==> src/rtl/core/nsfp_pkg.sv <==
// Package for the NMEA sentence field parser.
// Holds character codes, field ids, the sentence kind type and helper functions.
// No dependencies.
package nsfp_pkg;

  localparam logic [7:0] CHAR_DOLLAR = 8'h24;
  localparam logic [7:0] CHAR_COMMA  = 8'h2C;
  localparam logic [7:0] CHAR_STAR   = 8'h2A;
  localparam logic [7:0] CHAR_CR     = 8'h0D;
  localparam logic [7:0] CHAR_LF     = 8'h0A;

  localparam logic [23:0] FMT_RMC = 24'h524D43;
  localparam logic [23:0] FMT_GLL = 24'h474C4C;

  localparam logic [3:0] FID_ADDRESS  = 4'd0;
  localparam logic [3:0] FID_TIME     = 4'd1;
  localparam logic [3:0] FID_STATUS   = 4'd2;
  localparam logic [3:0] FID_LAT      = 4'd3;
  localparam logic [3:0] FID_NS       = 4'd4;
  localparam logic [3:0] FID_LON      = 4'd5;
  localparam logic [3:0] FID_EW       = 4'd6;
  localparam logic [3:0] FID_POSMODE  = 4'd12;
  localparam logic [3:0] FID_LAST_RMC = 4'd13;
  localparam logic [3:0] FID_NONE     = 4'd15;

  localparam logic [3:0] FIELD_COUNT_MAX = 4'd15;
  localparam logic [2:0] ADDR_FMT_START  = 3'd2;
  localparam logic [2:0] ADDR_LAST_POS   = 3'd4;
  localparam logic [2:0] ADDR_LEN        = 3'd5;
  localparam logic [6:0] CSUM_DIGITS     = 7'd2;
  localparam logic [6:0] CHAR_COUNT_MAX  = 7'd127;

  typedef enum logic [1:0] {
    KIND_UNKNOWN = 2'd0,
    KIND_RMC     = 2'd1,
    KIND_GLL     = 2'd2
  } kind_t;

  typedef struct packed {
    logic [3:0] field_id;
    logic [5:0] char_index;
    logic [7:0] char_value;
    logic       sentence_done;
    logic [1:0] sentence_kind;
    logic [7:0] received_checksum;
    logic [7:0] computed_checksum;
    logic       overflow_seen;
  } result_t;

  // Returns {valid, digit value} for an ASCII hex digit of either case.
  function automatic logic [4:0] hex_decode(input logic [7:0] c);
    logic [4:0] r;
    r = 5'd0;
    if (c >= 8'h30 && c <= 8'h39) begin
      r = {1'b1, 4'(c - 8'h30)};
    end else if (c >= 8'h41 && c <= 8'h46) begin
      r = {1'b1, 4'(c - 8'h37)};
    end else if (c >= 8'h61 && c <= 8'h66) begin
      r = {1'b1, 4'(c - 8'h57)};
    end
    return r;
  endfunction

  // GLL field order mapped onto the RMC field names.
  function automatic logic [3:0] gll_field_id(input logic [3:0] f);
    logic [3:0] id;
    case (f)
      4'd0:    id = FID_ADDRESS;
      4'd1:    id = FID_LAT;
      4'd2:    id = FID_NS;
      4'd3:    id = FID_LON;
      4'd4:    id = FID_EW;
      4'd5:    id = FID_TIME;
      4'd6:    id = FID_STATUS;
      4'd7:    id = FID_POSMODE;
      default: id = FID_NONE;
    endcase
    return id;
  endfunction

  function automatic logic [3:0] map_field(input logic [3:0] f, input kind_t kind);
    logic [3:0] id;
    id = FID_NONE;
    if (f == FID_ADDRESS) begin
      id = FID_ADDRESS;
    end else if (kind == KIND_RMC) begin
      id = (f <= FID_LAST_RMC) ? f : FID_NONE;
    end else if (kind == KIND_GLL) begin
      id = gll_field_id(f);
    end
    return id;
  endfunction

endpackage

==> src/rtl/core/nsfp_in_if.sv <==
// Byte input channel of the NMEA sentence field parser.
// Carries valid, ready and one received character. No dependencies.
interface nsfp_in_if;
  logic       valid;
  logic       ready;
  logic [7:0] rx_byte;

  modport source (output valid, output rx_byte, input ready);
  modport sink   (input valid, input rx_byte, output ready);
endinterface

==> src/rtl/core/nsfp_out_if.sv <==
// Result channel of the NMEA sentence field parser.
// Carries valid, ready and the field character or end-of-sentence payload.
interface nsfp_out_if;
  logic       valid;
  logic       ready;
  logic [3:0] field_id;
  logic [5:0] char_index;
  logic [7:0] char_value;
  logic       sentence_done;
  logic [1:0] sentence_kind;
  logic [7:0] received_checksum;
  logic [7:0] computed_checksum;
  logic       overflow_seen;

  modport source (
    output valid, output field_id, output char_index, output char_value,
    output sentence_done, output sentence_kind, output received_checksum,
    output computed_checksum, output overflow_seen, input ready
  );
  modport sink (
    input valid, input field_id, input char_index, input char_value,
    input sentence_done, input sentence_kind, input received_checksum,
    input computed_checksum, input overflow_seen, output ready
  );
endinterface

==> src/rtl/core/nmea_sentence_field_parser_core.sv <==
// NMEA 0183 sentence field parser: one received byte per transaction in, tagged
// field characters and an end-of-sentence summary out. Uses nsfp_pkg and the
// nsfp_in_if / nsfp_out_if channel interfaces.
// A result is registered in the output register, or in the skid stage while the output is stalled.
// Throughput: one byte per cycle while ready is high; the parser state updates for each accepted byte.
// A two-entry output register and skid stage hold results; ready drops only when both are full.
// Reset (rst_n low, synchronous) clears the sentence state and empties the output stage.
module nmea_sentence_field_parser_core
  import nsfp_pkg::*;
#(
  parameter int FIELD_MAX_CHARS = 16
) (
  input  logic       clk,
  input  logic       rst_n,
  nsfp_in_if.sink    in_chan,
  nsfp_out_if.source out_chan
);

  localparam logic [6:0] FieldMax = 7'(FIELD_MAX_CHARS);

  logic        in_sentence_r, in_sentence_nxt;
  logic [3:0]  field_count_r, field_count_nxt;
  logic [6:0]  char_count_r, char_count_nxt;
  logic [2:0]  position_count_r, position_count_nxt;
  logic [23:0] format_chars_r, format_chars_nxt;
  kind_t       kind_r, kind_nxt;
  logic [7:0]  xor_acc_r, xor_acc_nxt;
  logic        after_star_r, after_star_nxt;
  logic [7:0]  rx_sum_r, rx_sum_nxt;
  logic        overflow_r, overflow_nxt;

  logic        accept;
  logic [7:0]  c;
  logic [4:0]  hex;
  logic [3:0]  fid;
  logic [23:0] fmt_shift;
  logic        res_valid;
  result_t     res;

  result_t     out_r, skid_r;
  logic        out_valid_r, skid_valid_r;
  logic        out_free;

  assign in_chan.ready = !skid_valid_r;
  assign accept        = in_chan.valid && in_chan.ready;
  assign c             = in_chan.rx_byte;
  assign hex           = hex_decode(c);
  assign fmt_shift     = {format_chars_r[15:0], c};

  always_comb begin
    in_sentence_nxt    = in_sentence_r;
    field_count_nxt    = field_count_r;
    char_count_nxt     = char_count_r;
    position_count_nxt = position_count_r;
    format_chars_nxt   = format_chars_r;
    kind_nxt           = kind_r;
    xor_acc_nxt        = xor_acc_r;
    after_star_nxt     = after_star_r;
    rx_sum_nxt         = rx_sum_r;
    overflow_nxt       = overflow_r;
    res_valid          = 1'b0;
    res                = '0;
    fid                = FID_NONE;
    if (accept) begin
      if (c == CHAR_DOLLAR) begin
        in_sentence_nxt    = 1'b1;
        field_count_nxt    = '0;
        char_count_nxt     = '0;
        position_count_nxt = '0;
        format_chars_nxt   = '0;
        kind_nxt           = KIND_UNKNOWN;
        xor_acc_nxt        = '0;
        after_star_nxt     = 1'b0;
        rx_sum_nxt         = '0;
        overflow_nxt       = 1'b0;
      end else if (in_sentence_r) begin
        if (c == CHAR_CR) begin
          res_valid             = 1'b1;
          res.sentence_done     = 1'b1;
          res.sentence_kind     = kind_r;
          res.received_checksum = rx_sum_r;
          res.computed_checksum = xor_acc_r;
          res.overflow_seen     = overflow_r;
          in_sentence_nxt       = 1'b0;
        end else if (c == CHAR_LF) begin
          in_sentence_nxt = in_sentence_r;
        end else if (after_star_r) begin
          if (hex[4] && char_count_r < CSUM_DIGITS) begin
            rx_sum_nxt     = {rx_sum_r[3:0], hex[3:0]};
            char_count_nxt = char_count_r + 7'd1;
          end
        end else if (c == CHAR_STAR) begin
          after_star_nxt = 1'b1;
          char_count_nxt = '0;
          if (field_count_r < FIELD_COUNT_MAX) begin
            field_count_nxt = field_count_r + 4'd1;
          end
        end else begin
          xor_acc_nxt = xor_acc_r ^ c;
          if (c == CHAR_COMMA) begin
            char_count_nxt = '0;
            if (field_count_r < FIELD_COUNT_MAX) begin
              field_count_nxt = field_count_r + 4'd1;
            end
          end else begin
            if (field_count_r == FID_ADDRESS && position_count_r < ADDR_LEN) begin
              if (position_count_r >= ADDR_FMT_START) begin
                format_chars_nxt = fmt_shift;
              end
              position_count_nxt = position_count_r + 3'd1;
              if (position_count_r == ADDR_LAST_POS) begin
                if (fmt_shift == FMT_RMC) begin
                  kind_nxt = KIND_RMC;
                end else if (fmt_shift == FMT_GLL) begin
                  kind_nxt = KIND_GLL;
                end else begin
                  kind_nxt = KIND_UNKNOWN;
                end
              end
            end
            if (char_count_r >= FieldMax) begin
              overflow_nxt = 1'b1;
            end else begin
              if (char_count_r < CHAR_COUNT_MAX) begin
                char_count_nxt = char_count_r + 7'd1;
              end
              fid = map_field(field_count_r, kind_nxt);
              if (fid != FID_NONE) begin
                res_valid         = 1'b1;
                res.field_id      = fid;
                res.char_index    = char_count_r[5:0];
                res.char_value    = c;
                res.sentence_kind = kind_nxt;
              end
            end
          end
        end
      end
    end
  end

  always_ff @(posedge clk) begin
    if (!rst_n) begin
      in_sentence_r    <= 1'b0;
      field_count_r    <= '0;
      char_count_r     <= '0;
      position_count_r <= '0;
      format_chars_r   <= '0;
      kind_r           <= KIND_UNKNOWN;
      xor_acc_r        <= '0;
      after_star_r     <= 1'b0;
      rx_sum_r         <= '0;
      overflow_r       <= 1'b0;
    end else begin
      in_sentence_r    <= in_sentence_nxt;
      field_count_r    <= field_count_nxt;
      char_count_r     <= char_count_nxt;
      position_count_r <= position_count_nxt;
      format_chars_r   <= format_chars_nxt;
      kind_r           <= kind_nxt;
      xor_acc_r        <= xor_acc_nxt;
      after_star_r     <= after_star_nxt;
      rx_sum_r         <= rx_sum_nxt;
      overflow_r       <= overflow_nxt;
    end
  end

  assign out_free = !out_valid_r || out_chan.ready;

  always_ff @(posedge clk) begin
    if (!rst_n) begin
      out_valid_r  <= 1'b0;
      skid_valid_r <= 1'b0;
    end else if (out_free) begin
      if (skid_valid_r) begin
        out_valid_r  <= 1'b1;
        skid_valid_r <= 1'b0;
      end else begin
        out_valid_r <= res_valid;
      end
    end else if (res_valid) begin
      skid_valid_r <= 1'b1;
    end
  end

  always_ff @(posedge clk) begin
    if (out_free) begin
      out_r <= skid_valid_r ? skid_r : res;
    end else if (res_valid) begin
      skid_r <= res;
    end
  end

  assign out_chan.valid             = out_valid_r;
  assign out_chan.field_id          = out_r.field_id;
  assign out_chan.char_index        = out_r.char_index;
  assign out_chan.char_value        = out_r.char_value;
  assign out_chan.sentence_done     = out_r.sentence_done;
  assign out_chan.sentence_kind     = out_r.sentence_kind;
  assign out_chan.received_checksum = out_r.received_checksum;
  assign out_chan.computed_checksum = out_r.computed_checksum;
  assign out_chan.overflow_seen     = out_r.overflow_seen;

endmodule

==> src/flat_wrapper.sv <==
// flat-port wrapper written by rule: the top's interface ports become plain ports
module nmea_sentence_field_parser_core_flat import nsfp_pkg::*;
#(
  parameter int FIELD_MAX_CHARS = 16
)
  (clk, rst_n, in_chan_valid, in_chan_rx_byte, in_chan_ready, out_chan_valid, out_chan_field_id, out_chan_char_index, out_chan_char_value, out_chan_sentence_done, out_chan_sentence_kind, out_chan_received_checksum, out_chan_computed_checksum, out_chan_overflow_seen, out_chan_ready);
  nsfp_in_if in_chan_i ();
  nsfp_out_if out_chan_i ();
  input  logic clk;
  input  logic rst_n;
  input wire logic [$bits(in_chan_i.valid)-1:0] in_chan_valid;
  input wire logic [$bits(in_chan_i.rx_byte)-1:0] in_chan_rx_byte;
  output wire logic [$bits(in_chan_i.ready)-1:0] in_chan_ready;
  output wire logic [$bits(out_chan_i.valid)-1:0] out_chan_valid;
  output wire logic [$bits(out_chan_i.field_id)-1:0] out_chan_field_id;
  output wire logic [$bits(out_chan_i.char_index)-1:0] out_chan_char_index;
  output wire logic [$bits(out_chan_i.char_value)-1:0] out_chan_char_value;
  output wire logic [$bits(out_chan_i.sentence_done)-1:0] out_chan_sentence_done;
  output wire logic [$bits(out_chan_i.sentence_kind)-1:0] out_chan_sentence_kind;
  output wire logic [$bits(out_chan_i.received_checksum)-1:0] out_chan_received_checksum;
  output wire logic [$bits(out_chan_i.computed_checksum)-1:0] out_chan_computed_checksum;
  output wire logic [$bits(out_chan_i.overflow_seen)-1:0] out_chan_overflow_seen;
  input wire logic [$bits(out_chan_i.ready)-1:0] out_chan_ready;
  assign in_chan_i.valid = in_chan_valid;
  assign in_chan_i.rx_byte = in_chan_rx_byte;
  assign in_chan_ready = in_chan_i.ready;
  assign out_chan_valid = out_chan_i.valid;
  assign out_chan_field_id = out_chan_i.field_id;
  assign out_chan_char_index = out_chan_i.char_index;
  assign out_chan_char_value = out_chan_i.char_value;
  assign out_chan_sentence_done = out_chan_i.sentence_done;
  assign out_chan_sentence_kind = out_chan_i.sentence_kind;
  assign out_chan_received_checksum = out_chan_i.received_checksum;
  assign out_chan_computed_checksum = out_chan_i.computed_checksum;
  assign out_chan_overflow_seen = out_chan_i.overflow_seen;
  assign out_chan_i.ready = out_chan_ready;
  nmea_sentence_field_parser_core #(.FIELD_MAX_CHARS(FIELD_MAX_CHARS)) u_core (.clk(clk), .rst_n(rst_n), .in_chan(in_chan_i), .out_chan(out_chan_i));
endmodule
==> config.mk <==
export PLATFORM = sky130hd
export DESIGN_NAME = nmea_sentence_field_parser_core_flat
export DESIGN_NICKNAME = d
export VERILOG_FILES = /design/src/rtl/core/nsfp_pkg.sv /design/src/rtl/core/nsfp_in_if.sv /design/src/rtl/core/nsfp_out_if.sv /design/src/rtl/core/nmea_sentence_field_parser_core.sv /design/src/flat_wrapper.sv
export SDC_FILE = /design/constraint.sdc
export NUM_CORES = 1
export LEC_CHECK = 0
export ABC_AREA = 1
export BUFFER_PORTS_ARGS = -buffer_cell sky130_fd_sc_hd__buf_2
export CORE_ASPECT_RATIO = 0.6
export CORE_MARGIN = 4
export CORE_UTILIZATION = 50
export DETAILED_ROUTE_END_ITERATION = 16
export PLACE_DENSITY = 0.81
export RECOVER_POWER = 25
export SLEW_MARGIN = 30
export SYNTH_ARGS = -nofsm -noshare
export SYNTH_HDL_FRONTEND = slang
export SYNTH_SLANG_ARGS = --single-unit
export TNS_END_PERCENT = 100
==> constraint.sdc <==
create_clock -name clk -period 4.66 [get_ports clk]
set_input_delay 0.233 -clock clk [delete_from_list [all_inputs] [get_ports clk]]
set_output_delay 0.233 -clock clk [all_outputs]
set_load 0.1 [all_outputs]
==> impl_metrics.csv, run 1 <==
group,metric,value,unit
critical_path,cp_cell_sequence,"inv_1 -> ha_1 -> inv_1 -> nor3_2 -> nand3_1 -> inv_1 -> nand2_2 -> nand2_1 -> nand3_1 -> nand2_1 -> nor2_1 -> nand2_1 -> nand2_1 -> nand2_1 -> nand2_1 -> nor2_4 -> buf_4",
floorplan,core_area,12100,um2
power_and_ir_drop,switching_share,0.2005,
cts,hold_buffers,0,
place,placed_area,6583,um2
critical_path,cp-startpoint,"u_core.field_count_r[0]",
power_and_ir_drop,power_switching,565.7,uW
yosys,async_flop_share,0,
cts,htreeDepth,4,
route,detail_route.wl_per_cell,15.84,um
layout,diodes,0,
grt,grt_start_max_net_pins,40,
place,dp_hpwl,9628,um
power_and_ir_drop,finalPower,2821,uW
yosys,syn_avg_cell_area,8.864,um2
grt,grt_pass1_wl,24170,um
route,antenna_left,0,
cts,post-cts-setup-buffer-count,0,
sta,max-slew-margin-rel,-0.6377,
sta,holdWs,0.1712,ns
critical_path,startpoint_type,"flop",
grt,grt_pass1_vias,4627,
yosys,syn-cell-area,6213,um2
critical_path,crit_type,"flop to flop",
floorplan,fp.dieW,151.9,um
status,failed_checks,"max-capacitance violations, max-slew violations",
status,status,"finished, violations left",
cts,clock_latency,0.41,ns
route,firstDrtPassIters,6,
layout,design_area,7227,um2
place,place_inst,898,
sta,rsz0062_at_grt,"false",
route,vias,5008,
cts,cts_resized,0,
critical_path,max_stage_delay,0.48,ns
route,drc,0,
cts,clockBufferDepth,2,
job,cap_viol_max_count,2,
power_and_ir_drop,p_leak,0.002886,uW
critical_path,cp_common_cell,"nand2_1",
power_and_ir_drop,seqPwrFrac,0.436,
floorplan,io_pins,52,
sta,fin_crit_sh,0.6699,
critical_path,crit_slowest_cell,"buf_4",
yosys,ys.flop_type,"edfxtp_1",
critical_path,critPathRequiredTime,4.71,ns
yosys,yosysSeqAreaShare,0.5509,
critical_path,crit_fanout,38,
place,gp_congestion,0.9686,
place,io_buffers,51,
power_and_ir_drop,irDropWorstVdd,0.0003272,V
route,wl,14730,um
critical_path,r2r-start,"u_core.field_count_r[0]",
floorplan,start_util,0.5134,
power_and_ir_drop,combPwrFrac,0.022,
yosys,ys_types,41,
cts,cts_inserted_buffers,17,
grt,gr-total-overflow,0,
cts,path_clk_slew,0.06,ns
power_and_ir_drop,clkPwrFrac,0.542,
sta,period_minus_slack,3.122,ns
cts,clock-sinks,133,
yosys,synth-edff-count,76,
layout,drive_gt1_frac,0.1242,
sta,fin_skew,0.006779,ns
sta,worst_slew_pin_slew,2.456,ns
route,drt_iter0_drc,621,
critical_path,cp-end-kind,"flop",
cts,cts_tree,"built",
layout,syn_to_final_growth,16.31,%
layout,finalNetCount,781,
yosys,yosysWarnings,0,
route,viasPerCell,5.385,
floorplan,fp.dieArea,14330,um2
sta,setup_violations,0,
critical_path,crit_arrival,3.17,ns
yosys,ys_ff_latch,133,
layout,fin_cells,930,
sta,slew_violations,79,
worst_hold_path,holdCritStartpoint,"in_chan_rx_byte[6]",
floorplan,die_h,94.35,um
cts,clock-root-buffer,"clkbuf_16",
sta,tns,0,ns
sta,hold_viol,0,
sta,fmax,320.3,MHz
critical_path,r2r_setup_slack,1.54,ns
worst_hold_path,hp-class,"input pin to flop",
yosys,syn_inst,701,
floorplan,num_rows,31,
power_and_ir_drop,power_per_cell_area,390.4,nW/um2
power_and_ir_drop,internal_power,2256,uW
grt,antenna_found_initial,0,
grt,grtUsageTotal,0.2113,
==> worst max-delay path, delay by kind of cell, from the launching register on <==
kind	cells	cell delay [ns]
adder cells (fa/ha/maj)	1	0.15
AND/OR/NAND/NOR	12	1.45
buffers and inverters	4	0.76
flip-flops	1	0.38
==> per-layer routing <==
layer | vias up | wire length [um] | track usage
met3 | 17 | 1418 | 0.05220
met5 | - | 0 | 0
li1 | 2431 | - | -
met4 | 0 | 138 | 0.05011
met2 | 243 | 6217 | 0.3109
met1 | 2317 | 6956 | 0.3159
==> registers in the layout (all words and copies together), names as in the netlist, 7 cells and up, named ones only <==
signal / flops
u_core.xor_acc_r: 8
u_core.out_chan.char_value: 8
u_core.rx_sum_r: 8
u_core.skid_r: 38
u_core.out_chan.received_checksum: 8
u_core.out_chan.computed_checksum: 8
u_core.char_count_r: 7
u_core.format_chars_r: 16
==> layout by cell type (no fill, tap or decap), drive strengths merged, types with 6 or more instances in the layout <==
| cell | synthesis | layout |
|---|---|---|
| nand2 | 119 | 119 |
| nor2 | 112 | 112 |
| inv | 93 | 95 |
| edfxtp | 76 | 76 |
| o21ai | 71 | 71 |
| dfxtp | 57 | 57 |
| a21oi | 49 | 49 |
| clkbuf | 13 | 41 |
| buf | 10 | 31 |
| nand3 | 22 | 22 |
| nor3 | 20 | 20 |
| ha | 17 | 17 |
| nand4 | 14 | 14 |
| a211oi | 10 | 10 |
| bufinv | 0 | 6 |
| clkinv | 1 | 6 |
==> logic make-up after synthesis <==
logic type	after synthesis	share of synthesized area
and+or+nand+nor	296	0.2112
AOI/OAI and AO/OA	133	0.1198
DFF	133	0.5509
buffers and inverters	117	0.07753
adders and majority gates	17	0.03423
xor gates and xnor gates	4	0.005638
other	1	0.0006035
==> Yosys cell counts, types with 2 or more instances <==
cell type | count | area (um2)
a211oi_1 | 4 | 30.03
a211oi_2 | 6 | 75.07
a21oi_1 | 48 | 240.2
and3_1 | 2 | 12.51
buf_2 | 2 | 10.01
buf_4 | 4 | 30.03
buf_6 | 3 | 33.78
clkbuf_1 | 13 | 48.80
dfxtp_1 | 57 | 1141
edfxtp_1 | 76 | 2282
ha_1 | 17 | 212.7
inv_1 | 86 | 322.8
inv_2 | 6 | 22.52
nand2_1 | 115 | 431.7
nand2_2 | 3 | 18.77
nand3_1 | 21 | 105.1
nand4_1 | 14 | 87.58
nor2_1 | 108 | 405.4
nor2_4 | 2 | 22.52
nor3_1 | 16 | 80.08
nor3_2 | 2 | 20.02
nor3_4 | 2 | 32.53
nor4_1 | 4 | 25.02
o21ai_0 | 67 | 335.3
o21ai_1 | 2 | 10.01
o21ai_2 | 2 | 17.52
o22ai_1 | 2 | 12.51
xor2_1 | 4 | 35.03
==> path summary, 6_finish.rpt <==
path / endpoint / depth (start not counted)
setup / recovery: u_core.skid_r[27] / 17
hold / removal: u_core.format_chars_r[6] / 3
setup reg to reg: u_core.skid_r[27] / 17
hold reg to reg: u_core.char_count_r[6] / 2
==> metrics by stage <==
stage                       util  worst slack [ns]
final                     0.5972             1.538
after global routing      0.5972             1.196
after CTS                 0.6000             1.611
after detailed placement  0.5439             1.332
after global placement    0.5439             1.438
after floorplan                -            0.7994
==> power by group through the flow <==
stage                     sequential, uW  clock (uW)  combinational, uW
after detailed placement            1250           0               59.4
after floorplan                     1260           0               36.7
after global placement              1250           0               59.3
after CTS                           1230        1540               60.7
after global routing                1230        1600               69.1
final                               1230        1530               63.4
==> layout make-up <==
type | count | area, um2
repair buffers | 54 | 244.0
well taps | 165 | 206.4
inverters | 94 | 355.3
multi-input cells | 452 | 2320
clock inverters | 14 | 249.0
clock buffers | 18 | 429.2
flip-flops and latches | 133 | 3423
fillers | 1037 | 4875
(Power assumes the default switching activity.)
==> run 2: changes to the inputs <==
Settings changed: PLACE_DENSITY 0.81 to 0.83.
Clock period 4.66 ns to 2.7 ns, I/O delays scaled along.
==> run 2 against run 1 <==
Compared with the run above:
- cell area up 6.0%
- non-clock buffer count up 46
- core utilization up 3.6 points
- sequential power up 72%
- routed wire length up 6.5%
- worst hold slack worse by 0.12 ns
- total power up 61%
- critical path depth down 1
- the flow still finishes with violations (max-capacitance violations, max-slew violations)
- first-iteration DRC count down 8.7%
==> impl_metrics.csv, run 2 (synthesis gave the netlist of run 1 again) <==
group,metric,value,unit
route,vias,5229,
grt,grt_pass1_wl,24420,um
place,gp_congestion,0.9570,
layout,syn_to_final_growth,23.24,%
power_and_ir_drop,p_leak,0.003012,uW
layout,fill_cells,970,
cts,cts_inserted_buffers,17,
floorplan,core_area,12100,um2
cts,clock-root-buffer,"clkbuf_16",
route,antenna_left,0,
route,top_layer,"met4",
floorplan,num_rows,31,
critical_path,crit_fanout,6,
route,drt_iter0_drc,567,
worst_hold_path,holdCritStartpoint,"in_chan_rx_byte[6]",
layout,fin_util,0.6328,
worst_hold_path,hold_depth,3,
job,cap_viol_max_count,1,
cts,cts_tree,"built",
sta,max-slew-margin-rel,-0.1666,
sta,period_minus_slack,2.658,ns
route,m1WireLength,7125,um
cts,clock_latency,0.42,ns
power_and_ir_drop,irDropWorstVdd,0.0004309,V
critical_path,r2r_setup_slack,0.04,ns
grt,grt_pass1_vias,4752,
critical_path,crit_type,"flop to flop",
layout,largest_reg_flops,38,
route,wl_met3,1542,um
critical_path,max_stage_delay,0.46,ns
floorplan,fp.dieArea,14330,um2
place,placed_area,6842,um2
cts,htreeDepth,4,
critical_path,reg2reg_to,"u_core.out_chan.sentence_kind[1]",
cts,path_clk_slew,0.06,ns
sta,setup_violations,0,
layout,largest-register,"u_core.skid_r",
critical_path,crit_slowest_cell,"o21ai_0",
route,detail_route.wl_per_cell,16.07,um
sta,holdWs,0.05415,ns
grt,gr-total-overflow,0,
place,io_buffers,51,
cts,clock-sinks,133,
status,failed_checks,"max-capacitance violations, max-slew violations",
critical_path,crit_arrival,2.81,ns
sta,hold_viol,0,
critical_path,startpoint_type,"flop",
layout,design_area,7657,um2
layout,drive_gt1_frac,0.1788,
floorplan,fp.dieW,151.9,um
grt,antenna_found_initial,0,
critical_path,critPathRequiredTime,2.85,ns
status,status,"finished, violations left",
route,wl_met2,6889,um
floorplan,start_util,0.5134,
power_and_ir_drop,finalPower,4556,uW
route,firstDrtPassIters,6,
place,dp_hpwl,10170,um
power_and_ir_drop,power_per_cell_area,595.0,nW/um2
floorplan,die_h,94.35,um
layout,reg_top3,"u_core.skid_r (38), u_core.format_chars_r (16)",
layout,final_common_cell,"nor2_1",
layout,layout_common_cells,"nor2_1, nand2_1, inv_1",
layout,fin_cells,976,
sta,fmax,376.2,MHz
grt,grtUsageTotal,0.2168,
sta,rsz0062_at_grt,"true",
place,place_inst,927,
cts,clockBufferDepth,2,
sta,fin_skew,0.006654,ns
grt,grt_start_max_net_pins,39,
critical_path,rr_worst_depth,16,
floorplan,io_pins,52,
critical_path,r2r-start,"u_core.field_count_r[1]",
route,drc,0,
route,viasPerCell,5.358,
critical_path,cp-end-kind,"flop",
sta,fin_crit_sh,0.9846,
layout,finalNetCount,827,
layout,diodes,0,
worst_hold_path,hold_end,"u_core.format_chars_r[6]",
cts,hold_buffers,0,
critical_path,cp_cell_sequence,"inv_4 -> ha_4 -> inv_2 -> nor3_4 -> nand3_2 -> inv_2 -> nand3_2 -> nand2_4 -> nand3_2 -> nand2_2 -> nor2_2 -> nand2_1 -> nand2_2 -> nand2_2 -> inv_1 -> o21ai_0",
sta,worst_slew_pin_slew,1.750,ns
route,wl,15680,um
worst_hold_path,hp-class,"input pin to flop",
sta,slew_violations,39,
critical_path,cp-startpoint,"u_core.field_count_r[1]",
-- run 2: cell count changes in the layout (fill, tap and decap cells not counted), moves of 3 or more --
cell	delta
nand2_4	+4
bufinv_16	-4
buf_12	+3
clkbuf_1	+18
buf_4	+39
clkinvlp_4	+3
nand3_2	+7
nand2_1	-10
nand2_2	+6
buf_2	-18
nand3_1	-7
clkbuf_8	+3
-- run 2: worst max-delay path by stage --
stage / to / cells past startpoint / slack [ns]
floorplan: u_core.skid_r[0] / 16 / 0.001
global placement: u_core.skid_r[27] / 17 / 0.15
detailed placement: u_core.skid_r[27] / 17 / -0.01
CTS: u_core.skid_r[9] / 17 / 0.02
global route: u_core.skid_r[27] / 18 / -0.07
finish: u_core.out_chan.sentence_kind[1] / 16 / 0.04
-- run 2: repair_timing --
action                     4_1_cts  5_1_grt
setup endpoints to repair       39       68
setup buffers                    2       13
pin swaps                        1       11
gates cloned                     1        1
resized for setup                6       28
-- run 2: metrics by stage --
stage	setup TNS (ns)	setup slack, ns
after CTS	0	0.02461
after detailed placement	-0.2082	-0.01068
after global placement	0	0.1458
final	0	0.04160
after floorplan	0	0.001338
after global routing	-2.416	-0.07358
-- run 2: critical path, delay by kind of cell (launching register included) --
kind	cells	cell delay [ns]
DFF	1	0.36
AOI/OAI and AO/OA	1	0.46
adders and majority gates	1	0.12
buffers and inverters	4	0.32
and+or+nand+nor	10	1.13
-- run 2: routing by layer --
metal  up-vias  GRT usage
li1       2520          -
met1      2425     0.3190
met2       269     0.3246
met3        15    0.04899
met4         0    0.06133
met5         -          0
-- run 2: power by group --
part           internal (uW)  switching [uW]  leakage, uW  total (uW)
Clock                   1430             880     0.000279        2310
Sequential              2120           0.803      0.00129        2120
Combinational           34.4            88.9      0.00144         123
Total                   3590             969      0.00301        4560
-- run 2: layout make-up --
type / count / area (um2) / area share
Tap cell: 165 / 206.4 / 0.02696
Multi-Input combinational cell: 452 / 2421 / 0.3162
Clock buffer: 21 / 470.5 / 0.06144
Inverter: 94 / 357.8 / 0.04673
Timing Repair Buffer: 100 / 649.4 / 0.08480
Sequential cell: 133 / 3427 / 0.4475
Clock inverter: 11 / 125.1 / 0.01634
==> run 3: changes to the inputs <==
Settings changed: CELL_PAD_IN_SITES_DETAIL_PLACEMENT from default to 1, CELL_PAD_IN_SITES_GLOBAL_PLACEMENT from default to 2, CORE_UTILIZATION 50 to 33, PLACE_DENSITY 0.83 to 0.87, RECOVER_POWER 25 to 50.
==> run 3 against run 2 <==
Compared with the run above:
- the run still ends with max-capacitance violations, max-slew violations left
- clock-buffer cell count shrank 3
- sequential share of layout area about the same
- die area increased by 48%
- setup slack improved by 0.069 ns
- clock power hardly changed
- cell area about the same
- routed wire length up 18%
- critical path depth up 2
- combinational power up 7%
- sequential power hardly changed
- via count down 0.21%
- worst hold slack got worse by 0.026 ns
- critical endpoint is now u_core.skid_r[14]
- largest cell class unchanged
==> impl_metrics.csv, run 3 (synthesis gave the netlist of run 1 again) <==
group,metric,value,unit
place,io_buffers,51,
layout,diodes,0,
floorplan,io_pins,52,
cts,cts_inserted_buffers,17,
floorplan,fp.dieArea,21160,um2
grt,grt_pass1_wl,29290,um
status,failed_checks,"max-capacitance violations, max-slew violations",
critical_path,crit_family,"simple AND/OR/NAND/NOR gates",
power_and_ir_drop,power_per_cell_area,597.0,nW/um2
sta,setup_violations,0,
sta,hold_viol,0,
place,pre_cts_ws,-0.08709,ns
critical_path,critPathBufInv,5,
sta,worst_slack,0.1108,ns
sta,fin_skew,0.01131,ns
floorplan,core_area,18260,um2
route,drc,0,
critical_path,cp.depth,18,
route,antenna_left,0,
place,gp_congestion,0.8348,
cts,clock_latency,0.43,ns
route,drt_iter0_drc,457,
floorplan,num_rows,38,
cts,clock-sinks,133,
power_and_ir_drop,irDropWorstVdd,0.0004475,V
job,cap_viol_max_count,1,
layout,fill_cells,2155,
grt,gr-total-overflow,0,
cts,path_clk_slew,0.06,ns
critical_path,crit_type,"flop to flop",
worst_hold_path,hp-class,"input pin to flop",
critical_path,startpoint_type,"flop",
sta,fmax,386.2,MHz
layout,drive_gt1_frac,0.1689,
route,vias,5218,
route,detail_route.wl_per_cell,17.56,um
power_and_ir_drop,p_leak,0.002989,uW
grt,grt_start_max_net_pins,39,
critical_path,crit_slowest_cell,"dfxtp_2",
route,viasPerCell,4.965,
critical_path,cp-end-kind,"flop",
critical_path,crit_fanout,10,
place,dp_hpwl,12670,um
cts,cts_tree,"built",
layout,largest-register,"u_core.skid_r",
sta,period_minus_slack,2.589,ns
critical_path,cp_cell_sequence,"inv_2 -> ha_1 -> inv_1 -> nor3_4 -> nand3_2 -> inv_2 -> nand3_2 -> nand2_4 -> nand3_1 -> nand2_2 -> nor2_1 -> nand2_1 -> nand2_2 -> nand2_2 -> nand2_2 -> nor2_4 -> buf_4 -> buf_12",
sta,max-slew-margin-rel,-0.2967,
floorplan,die_h,114.3,um
critical_path,cp_common_cell,"nand2_2",
cts,clock-root-buffer,"clkbuf_16",
critical_path,max_stage_delay,0.34,ns
route,wl,18460,um
layout,syn_to_final_growth,23.20,%
critical_path,rr_worst_depth,18,
sta,slew_violations,39,
power_and_ir_drop,finalPower,4570,uW
grt,antenna_found_initial,0,
route,firstDrtPassIters,5,
floorplan,start_util,0.3403,
layout,reg_top3,"u_core.skid_r (38), u_core.format_chars_r (16)",
grt,grt_pass1_vias,5323,
cts,clockBufferDepth,2,
sta,worst_slew_pin_slew,1.945,ns
critical_path,crit_arrival,2.72,ns
layout,layout_common_cells,"nor2_1, nand2_1, inv_1",
cts,htreeDepth,4,
floorplan,fp.dieW,185.1,um
critical_path,critPathRequiredTime,2.83,ns
worst_hold_path,hold_depth,3,
sta,fin_crit_sh,0.9590,
layout,finalNetCount,827,
layout,fin_util,0.4193,
status,status,"finished, violations left",
layout,largest_reg_flops,38,
layout,final_common_cell,"nor2_1",
grt,grtUsageTotal,0.1798,
run 3: through the flow:
| stage | cell area [um2] | instances | setup TNS [ns] | hold slack, ns |
|---|---|---|---|---|
| floorplan | 6228 | 702 | 0 | 0.2746 |
| global placement | 6968 | 1008 | 0 | 0.4308 |
| detailed placement | 6968 | 1008 | -1.790 | 0.4345 |
| CTS | 7669 | 1045 | -0.1334 | 0.01103 |
| global route | 7655 | 1051 | -0.5102 | 0.04168 |
| finish | 7655 | 1051 | 0 | 0.02851 |
run 3: final timing paths:
kind                            slack [ns]                    start                       end
worst max-delay path                  0.11  u_core.field_count_r[1]         u_core.skid_r[14]
worst min-delay path                  0.03       in_chan_rx_byte[6]  u_core.format_chars_r[6]
worst max register to register        0.11  u_core.field_count_r[1]         u_core.skid_r[14]
worst min register to register        0.45   u_core.char_count_r[6]    u_core.char_count_r[6]
run 3: what timing repair did:
item,in CTS,in global routing
setup buffers,2,7
cloned,2,0
hold buffers,1,0
hold endpoints to repair,2,0
pin swaps,3,10
setup endpoints to repair,42,68
resized for setup,12,19
run 3: report_power, final:
part	switching, uW	internal, uW	total [uW]
combinational	94.7	37.3	132
sequential	0.793	2120	2120
clock	949	1370	2320
run 3: area by class of cell:
class	instances	area (um2)	area share
sequential	133	3426	0.4475
multi-input combinational	452	2385	0.3115
timing repair buffer	100	610.6	0.07976
clock buffer	18	429.2	0.05606
inverter	94	355.3	0.04642
tap	240	300.3	0.03923
clock inverter	14	148.9	0.01945
run 3: per-layer routing:
layer | vias up | global-route usage | share of wire
li1 | 2514 | - | -
met3 | 11 | 0.04413 | 0.047
met2 | 110 | 0.2641 | 0.43
met4 | 0 | 0.03666 | 0.0072
met1 | 2583 | 0.2697 | 0.52
met5 | - | 0 | 0
run 3: worst reg2reg max path, stage by stage (launching register included):
cell and delay [ns]:
dfxtp_2 0.34, inv_2 0.07, ha_1 0.14, inv_1 0.06
nor3_4 0.13, nand3_2 0.13, inv_2 0.12, nand3_2 0.10
nand2_4 0.13, nand3_1 0.11, nand2_2 0.09, nor2_1 0.06
nand2_1 0.11, nand2_2 0.08, nand2_2 0.09, nand2_2 0.07
nor2_4 0.18, buf_4 0.15, buf_12 0.14
